`src/hw/rtl/icmper_pkg.sv`:
```
// Shared types and constants for the ICMP echo responder.
package icmper_pkg;

    localparam int unsigned CFG_INDEX_W = 3;
    localparam int unsigned CFG_DATA_W  = 32;

    localparam logic [CFG_INDEX_W-1:0] CFG_PING_ARMED  = 3'd0;
    localparam logic [CFG_INDEX_W-1:0] CFG_PING_PORT   = 3'd1;
    localparam logic [CFG_INDEX_W-1:0] CFG_PING_TARGET = 3'd2;
    localparam logic [CFG_INDEX_W-1:0] CFG_PING_IDENT  = 3'd3;
    localparam logic [CFG_INDEX_W-1:0] CFG_PING_SEQ    = 3'd4;

    localparam logic [7:0] TYPE_ECHO_REPLY  = 8'd0;
    localparam logic [7:0] TYPE_ECHO_REQ    = 8'd8;
    localparam logic [7:0] ICMP_CODE_ZERO   = 8'd0;
    localparam int unsigned MIN_MSG_LEN     = 8;

    typedef enum logic [1:0] {
        VERD_NONE  = 2'd0,
        VERD_DROP  = 2'd1,
        VERD_SEND  = 2'd2,
        VERD_MATCH = 2'd3
    } t_verdict;

    typedef struct packed {
        logic [7:0]  data_byte;
        logic        is_last;
        logic [3:0]  port_id;
        logic [31:0] source_address;
        logic [7:0]  hop_limit;
    } t_in_item;

    typedef struct packed {
        logic [7:0]  out_byte;
        logic        out_last;
        t_verdict    verdict;
        logic [15:0] reply_checksum;
        logic [7:0]  reply_hop_limit;
    } t_out_item;

    typedef struct packed {
        logic        ping_armed;
        logic [3:0]  ping_port;
        logic [31:0] ping_target;
        logic [15:0] ping_ident;
        logic [15:0] ping_seq;
    } t_ping_cfg;

endpackage

```
`src/hw/rtl/icmper_cfg.sv`:
```
// Configuration registers for the awaited ping reply.
module icmper_cfg
    import icmper_pkg::*;
(
    input  logic                   i_clk,
    input  logic                   i_rst_n,
    input  logic                   i_cfg_valid,
    output logic                   o_cfg_ready,
    input  logic [CFG_INDEX_W-1:0] i_cfg_index,
    input  logic [CFG_DATA_W-1:0]  i_cfg_data,
    output t_ping_cfg              o_cfg
);

    t_ping_cfg r_cfg;
    t_ping_cfg n_cfg;

    assign o_cfg_ready = 1'b1;
    assign o_cfg       = r_cfg;

    always_comb begin
        n_cfg = r_cfg;
        if (i_cfg_valid) begin
            case (i_cfg_index)
                CFG_PING_ARMED:  n_cfg.ping_armed  = i_cfg_data[0];
                CFG_PING_PORT:   n_cfg.ping_port   = i_cfg_data[3:0];
                CFG_PING_TARGET: n_cfg.ping_target = i_cfg_data[31:0];
                CFG_PING_IDENT:  n_cfg.ping_ident  = i_cfg_data[15:0];
                CFG_PING_SEQ:    n_cfg.ping_seq    = i_cfg_data[15:0];
                default:         n_cfg             = r_cfg;
            endcase
        end
    end

    always_ff @(posedge i_clk) begin
        if (!i_rst_n) begin
            r_cfg <= '0;
        end else begin
            r_cfg <= n_cfg;
        end
    end

endmodule

```
`src/hw/rtl/icmper_core.sv`:
```
// Per-byte rewrite, running checksums, header capture and verdict.
module icmper_core
    import icmper_pkg::*;
#(
    parameter int unsigned MAX_PAYLOAD = 2048
) (
    input  logic      i_clk,
    input  logic      i_rst_n,
    input  logic      i_advance,
    input  t_in_item  i_item,
    input  t_ping_cfg i_cfg,
    output t_out_item o_result
);

    localparam int unsigned PW = $clog2(MAX_PAYLOAD + 2);
    localparam logic [PW-1:0] POS_MAX = PW'(MAX_PAYLOAD);
    localparam logic [PW-1:0] POS_MIN = PW'(MIN_MSG_LEN);

    function automatic logic [15:0] oc_add(input logic [15:0] a, input logic [15:0] b);
        logic [16:0] s;
        s = {1'b0, a} + {1'b0, b};
        return s[16] ? (s[15:0] + 16'd1) : s[15:0];
    endfunction

    logic [15:0]   r_check_sum, n_check_sum;
    logic [15:0]   r_reply_sum, n_reply_sum;
    logic [PW-1:0] r_pos, n_pos;
    logic [7:0]    r_type, n_type;
    logic [7:0]    r_code, n_code;
    logic [15:0]   r_ident, n_ident;
    logic [15:0]   r_seq, n_seq;

    logic [7:0]  ob;
    logic [15:0] in_word;
    logic [15:0] out_word;
    logic        bad;
    logic        match;
    logic        request;

    always_comb begin
        ob      = i_item.data_byte;
        n_type  = r_type;
        n_code  = r_code;
        n_ident = r_ident;
        n_seq   = r_seq;
        case (r_pos)
            PW'(0): begin
                ob     = 8'd0;
                n_type = i_item.data_byte;
            end
            PW'(1): n_code = i_item.data_byte;
            PW'(2): ob = 8'd0;
            PW'(3): ob = 8'd0;
            PW'(4): n_ident[15:8] = i_item.data_byte;
            PW'(5): n_ident[7:0]  = i_item.data_byte;
            PW'(6): n_seq[15:8]   = i_item.data_byte;
            PW'(7): n_seq[7:0]    = i_item.data_byte;
            default: ob = i_item.data_byte;
        endcase

        // even offset is the high byte of a big-endian word
        in_word  = r_pos[0] ? {8'd0, i_item.data_byte} : {i_item.data_byte, 8'd0};
        out_word = r_pos[0] ? {8'd0, ob} : {ob, 8'd0};
        n_check_sum = oc_add(r_check_sum, in_word);
        n_reply_sum = oc_add(r_reply_sum, out_word);

        n_pos = (r_pos <= POS_MAX) ? (r_pos + PW'(1)) : r_pos;

        bad   = (n_pos < POS_MIN) || (n_pos > POS_MAX) || (n_check_sum != 16'hFFFF);
        match = (n_type == TYPE_ECHO_REPLY) && (n_code == ICMP_CODE_ZERO)
              && i_cfg.ping_armed && (i_item.port_id == i_cfg.ping_port)
              && (i_item.source_address == i_cfg.ping_target)
              && (n_ident == i_cfg.ping_ident) && (n_seq == i_cfg.ping_seq);
        request = (n_type == TYPE_ECHO_REQ) && (n_code == ICMP_CODE_ZERO);

        o_result.out_byte        = ob;
        o_result.out_last        = i_item.is_last;
        o_result.verdict         = VERD_NONE;
        o_result.reply_checksum  = 16'd0;
        o_result.reply_hop_limit = 8'd0;
        if (i_item.is_last) begin
            if (bad) begin
                o_result.verdict = VERD_DROP;
            end else if (match) begin
                o_result.verdict         = VERD_MATCH;
                o_result.reply_hop_limit = i_item.hop_limit;
            end else if (request) begin
                o_result.verdict        = VERD_SEND;
                o_result.reply_checksum = ~n_reply_sum;
            end else begin
                o_result.verdict = VERD_DROP;
            end
        end
    end

    always_ff @(posedge i_clk) begin
        if (!i_rst_n || (i_advance && i_item.is_last)) begin
            r_check_sum <= '0;
            r_reply_sum <= '0;
            r_pos       <= '0;
            r_type      <= '0;
            r_code      <= '0;
            r_ident     <= '0;
            r_seq       <= '0;
        end else if (i_advance) begin
            r_check_sum <= n_check_sum;
            r_reply_sum <= n_reply_sum;
            r_pos       <= n_pos;
            r_type      <= n_type;
            r_code      <= n_code;
            r_ident     <= n_ident;
            r_seq       <= n_seq;
        end
    end

endmodule

```
`src/hw/rtl/icmp_echo_responder.sv`:
```
// ICMP echo responder top level: input register, core, result register.
// Path: accepted byte -> input register -> core -> result register.
// Throughput: one byte per cycle; input stalls only while both registers hold a byte
//   and the result is not taken.
// Reset: synchronous active-low i_rst_n clears packet state, config and valids.
// Packet state also clears after each last byte.
module icmp_echo_responder
    import icmper_pkg::*;
#(
    parameter int unsigned MAX_PAYLOAD = 2048
) (
    input  logic                   i_clk,
    input  logic                   i_rst_n,
    input  logic                   i_in_valid,
    output logic                   o_in_ready,
    input  t_in_item               i_in_data,
    output logic                   o_out_valid,
    input  logic                   i_out_ready,
    output t_out_item              o_out_data,
    input  logic                   i_cfg_valid,
    output logic                   o_cfg_ready,
    input  logic [CFG_INDEX_W-1:0] i_cfg_index,
    input  logic [CFG_DATA_W-1:0]  i_cfg_data
);

    logic      r_in_valid;
    t_in_item  r_in_item;
    logic      r_out_valid;
    t_out_item r_out_item;
    logic      w_advance;
    t_out_item w_result;
    t_ping_cfg w_cfg;

    assign w_advance   = r_in_valid && (!r_out_valid || i_out_ready);
    assign o_in_ready  = !r_in_valid || w_advance;
    assign o_out_valid = r_out_valid;
    assign o_out_data  = r_out_item;

    icmper_cfg u_cfg (
        .i_clk       (i_clk),
        .i_rst_n     (i_rst_n),
        .i_cfg_valid (i_cfg_valid),
        .o_cfg_ready (o_cfg_ready),
        .i_cfg_index (i_cfg_index),
        .i_cfg_data  (i_cfg_data),
        .o_cfg       (w_cfg)
    );

    icmper_core #(
        .MAX_PAYLOAD (MAX_PAYLOAD)
    ) u_core (
        .i_clk     (i_clk),
        .i_rst_n   (i_rst_n),
        .i_advance (w_advance),
        .i_item    (r_in_item),
        .i_cfg     (w_cfg),
        .o_result  (w_result)
    );

    always_ff @(posedge i_clk) begin
        if (!i_rst_n) begin
            r_in_valid <= 1'b0;
        end else if (o_in_ready) begin
            r_in_valid <= i_in_valid;
        end
    end

    always_ff @(posedge i_clk) begin
        if (i_in_valid && o_in_ready) begin
            r_in_item <= i_in_data;
        end
    end

    always_ff @(posedge i_clk) begin
        if (!i_rst_n) begin
            r_out_valid <= 1'b0;
        end else if (w_advance) begin
            r_out_valid <= 1'b1;
        end else if (i_out_ready) begin
            r_out_valid <= 1'b0;
        end
    end

    always_ff @(posedge i_clk) begin
        if (w_advance) begin
            r_out_item <= w_result;
        end
    end

`ifndef ASSERT_OFF
    a_held_input: assert property (@(posedge i_clk) disable iff (!i_rst_n)
        (r_in_valid && !w_advance) |=> (r_in_valid && $stable(r_in_item)))
        else $error("input register changed before transfer to core");

    a_advance_loads: assert property (@(posedge i_clk) disable iff (!i_rst_n)
        w_advance |=> r_out_valid)
        else $error("result register not loaded after advance");

    a_verdict_last: assert property (@(posedge i_clk) disable iff (!i_rst_n)
        r_out_valid |-> ((r_out_item.verdict != VERD_NONE) == r_out_item.out_last))
        else $error("verdict does not agree with last flag");

    a_csum_only_send: assert property (@(posedge i_clk) disable iff (!i_rst_n)
        (r_out_valid && (r_out_item.verdict != VERD_SEND))
            |-> (r_out_item.reply_checksum == 16'd0))
        else $error("reply checksum set without send verdict");
`endif

endmodule

```
`config.mk`:
```
export PLATFORM = sky130hd
export DESIGN_NAME = icmp_echo_responder
export DESIGN_NICKNAME = d
export VERILOG_FILES = /design/src/hw/rtl/icmper_pkg.sv /design/src/hw/rtl/icmper_cfg.sv /design/src/hw/rtl/icmper_core.sv /design/src/hw/rtl/icmp_echo_responder.sv
export SDC_FILE = /design/constraint.sdc
export NUM_CORES = 1
export LEC_CHECK = 0
export ABC_AREA = 1
export BUFFER_PORTS_ARGS = -buffer_cell sky130_fd_sc_hd__buf_2
export CORE_UTILIZATION = 30
export DETAILED_ROUTE_END_ITERATION = 8
export PLACE_DENSITY = 0.57
export SYNTH_ARGS = -nofsm -noshare
export SYNTH_HDL_FRONTEND = slang
export SYNTH_SLANG_ARGS = --single-unit
```
`constraint.sdc`:
```
create_clock -name i_clk -period 5.9 [get_ports i_clk]
set_input_delay 1.475 -clock i_clk [delete_from_list [all_inputs] [get_ports i_clk]]
set_output_delay 1.475 -clock i_clk [all_outputs]
set_load 0.01 [all_outputs]
```
==> flow_metrics.py <==
metrics = {
    "drt": {
        "firstDrtPassIters": 5,
        "drc": 0,
        "avgViaCountPerCell": 4.703,
        "routed-wl-met3_um": 2299,
        "ant_nets": 0,
        "met1_length_um": 18450,
        "routedWlPerCell_um": 14.85,
        "drtIter0Drc": 900,
        "top_layer": "met5",
        "drt_wl_total_um": 40390,
        "via_count": 12790,
        "wl_met2_um": 18540,
    },
    "timing": {
        "rsz0062_at_grt": "no",
        "tns_ns": 0,
        "final.setup.worst_slack_ns": 1.454,
        "setup_viol": 0,
        "final-max-slew-violation-count": 0,
        "worstMarginPinSlew_ns": 1.084,
        "finalCritPeriodShare_pct": 75.35,
        "fmax_ghz": 0.2249,
        "finalCriticalPeriod_ns": 4.446,
        "clock_skew_ns": 0.01681,
        "hold_violations": 0,
        "slew_headroom_pct": 27.70,
    },
    "grt": {
        "grt_pass1_vias": 12240,
        "overflow": 0,
        "groute.usage.overall_pct": 16.74,
        "grt_max_degree": 100,
        "antenna_found_initial": 3,
        "grt_first_pass_wirelength_um": 63790,
    },
    "die": {
        "die_w_um": 218.8,
        "core_um2": 46460,
        "die_area_um2": 47870,
        "start_util_pct": 30.35,
        "pin_count": 131,
        "num_rows": 79,
        "die_h_um": 218.8,
    },
    "clock_network": {
        "cts_made_buffers": 29,
        "cts_tree": "done",
        "clkSinkCount": 251,
        "post_cts_resized": 0,
        "clock_latency_ns": 0.58,
        "cts.path.max_buffers": 3,
        "postCtsHoldBufs": 0,
        "clkTransAtPathRegs_ns": 0.06,
        "postCtsSetupBuffers": 0,
        "htreeDepth": 1,
        "root_buffer": "clkbuf_16",
    },
    "finish": {
        "syn_to_final_growth_pct": 15.22,
        "drive_gt1_share_pct": 11.18,
        "fin_nets": 2223,
        "instances_no_fill": 2719,
        "n_fill_cell": 5025,
    },
    "logic_synthesis": {
        "netlist.area_leader.share_pct": 23.14,
        "ys_types": 46,
        "yosys_warnings": 0,
        "syn_area_um2": 14100,
        "synth_edf_count": 88,
        "synth_ff_type": "dfxtp_1",
        "synthTopCellsByCount": "nand2_1 (447), nor2_1 (282), inv_1 (279)",
        "yosys.area.top_type": "dfxtp_1",
        "ys_ff_latch": 251,
        "yosys-top-cells-area": "dfxtp_1 (23%), edfxtp_1 (19%), nand2_1 (12%)",
        "yosysMostFrequentCell": "nand2_1",
        "synthArstFlopShare_pct": 0,
        "postSynthAreaPerCell_um2": 7.103,
        "syn_inst": 1985,
        "syn_nets": 2118,
        "seq_area_frac_synth_pct": 41.88,
    },
    "placement": {
        "io_buffers": 129,
        "gp_congestion": 0.9135,
        "place_ws_ns": 1.434,
        "numPlacedInstances": 2666,
        "dp_hpwl_um": 29500,
    },
    "power_and_ir_drop": {
        "leakage_nw": 7.721,
        "peakVddDrop_v": 0.0002242,
        "power_density_nw_per_um2": 276.6,
    },
    "worst_hold_path": {
        "hold_class": "reg2reg",
        "hp-start": "u_cfg.o_cfg[10]$_SDFFE_PN0P_",
    },
    "critical_path": {
        "crit_type": "reg2reg",
        "worst-r2r-setup-slack_ns": 1.45,
        "start_kind": "flop",
        "r2r-start": "u_core.r_pos[0]$_SDFFE_PP0P_",
        "critPathMaxFanout": 24,
        "path_cells": "inv_1 -> ha_1 -> nand3_1 -> inv_1 -> nand2_4 -> nor2_1 -> a31o_2 -> nor3_1 -> ha_1 -> a21oi_1 -> o21ai_0 -> a21oi_1 -> nand2_1 -> a21oi_1 -> inv_1 -> nand2_1 -> nor2_1 -> nand4_1 -> inv_1 -> nand2_1 -> nand2_1 -> nand2_1 -> nor2_4",
        "timing.critical_path.mode_cell": "nand2_1",
        "crit_path_max_incr_delay_ns": 0.45,
        "cp-end-kind": "flop",
        "worst-path-buf-inv": 4,
        "cp-startpoint": "u_core.r_pos[0]$_SDFFE_PP0P_",
        "critical_path.top_delay_family": "simple AND/OR/NAND/NOR gates",
        "cpMaxStageDelayCell": "dfxtp_1",
        "critPathArrivalTime_ns": 4.76,
        "cp_data_required_time_ns": 6.22,
    },
    "outcome": {
        "status": "finished clean",
    },
    "flow_run": {
        "max_cap_violations": 0,
    },
}
[registers in the layout, indices dropped and copies added, names as in the netlist, 8 cells and up]
register,count
u_core.r_type,8
u_core.r_code,8
u_cfg.o_cfg,69
u_core.r_pos,12
o_out_data,35
u_core.r_check_sum,16
u_core.r_reply_sum,16
u_core.r_ident,16
u_core.r_seq,16
r_in_item,53
[final timing paths]
kind,end,depth (start not counted)
setup / recovery,o_out_data[21]$_SDFFCE_PP0P_,23
hold / removal,u_cfg.o_cfg[10]$_SDFFE_PN0P_,2
setup reg to reg,o_out_data[21]$_SDFFCE_PP0P_,23
hold reg to reg,u_cfg.o_cfg[10]$_SDFFE_PN0P_,2
[metal layers]
metal | vias to the layer above | track usage (%)
li1 | 6581 | -
met1 | 5817 | 22.23
met2 | 318 | 27.75
met3 | 67 | 2.911
met4 | 4 | 4.699
met5 | - | 0
[stage by stage]
stage	area, um2	util, %	hold slack (ns)	power [W]
after floorplan	14100	-	0.4363	0.002535
after global placement	15320	32.98	0.4525	0.002761
after detailed placement	15320	32.98	0.4585	0.002771
after CTS	16240	34.96	0.4667	0.004534
after global routing	16250	34.97	0.4978	0.004713
final	16250	34.97	0.4664	0.004493
[kinds of logic (layout without fill, tap and decap cells)]
family,count (synthesis),count (layout),synth area share [%]
AO/OA/AOI/OAI,327,327,12.33
XOR/XNOR,43,43,2.671
adder cells (fa/ha/maj),40,40,3.656
buffers and inverters,360,486,9.841
flip-flops,251,251,41.88
other,1,2,0.02660
AND/OR/NAND/NOR,963,963,29.59
[layout by cell type (no fill, tap or decap), drive strengths merged, types with 5 or more instances in the layout]
cell type	instances
a21oi	96
buf	140
clkbuf	47
clkinv	8
dfxtp	163
edfxtp	88
ha	38
inv	291
nand2	458
nand3	151
nand3b	5
nand4	20
nor2	302
nor3	22
o211ai	26
o21ai	190
xnor2	17
xor2	26
[power by group]
group / internal (W) / switching [W] / total (W)
clock network: 0.00102 / 0.000739 / 0.00175
logic: 0.000250 / 0.000537 / 0.000787
registers: 0.00189 / 0.0000603 / 0.00195
total: 0.00316 / 0.00134 / 0.00449
[area by class of cell]
| type | instances | area, um2 | share of cell area [%] |
|---|---|---|---|
| timing repair buffer | 140 | 728.2 | 4.482 |
| clock inverter | 5 | 43.79 | 0.2696 |
| inverter | 294 | 1106 | 6.808 |
| tap | 607 | 759.5 | 4.675 |
| antenna | 1 | 2.502 | 0.01540 |
| clock buffer | 47 | 877.1 | 5.399 |
| multi-input combinational | 1374 | 6823 | 42.00 |
| sequential | 251 | 5906 | 36.35 |
[tightest hold or removal path: cells and delay by family (launching register included)]
kind | cells | cell delay [ns]
AO/OA/AOI/OAI | 1 | 0.05
buffers and inverters | 1 | 0.06
flip-flops | 1 | 0.31
Note: power is estimated with default switching activity, not from simulation.
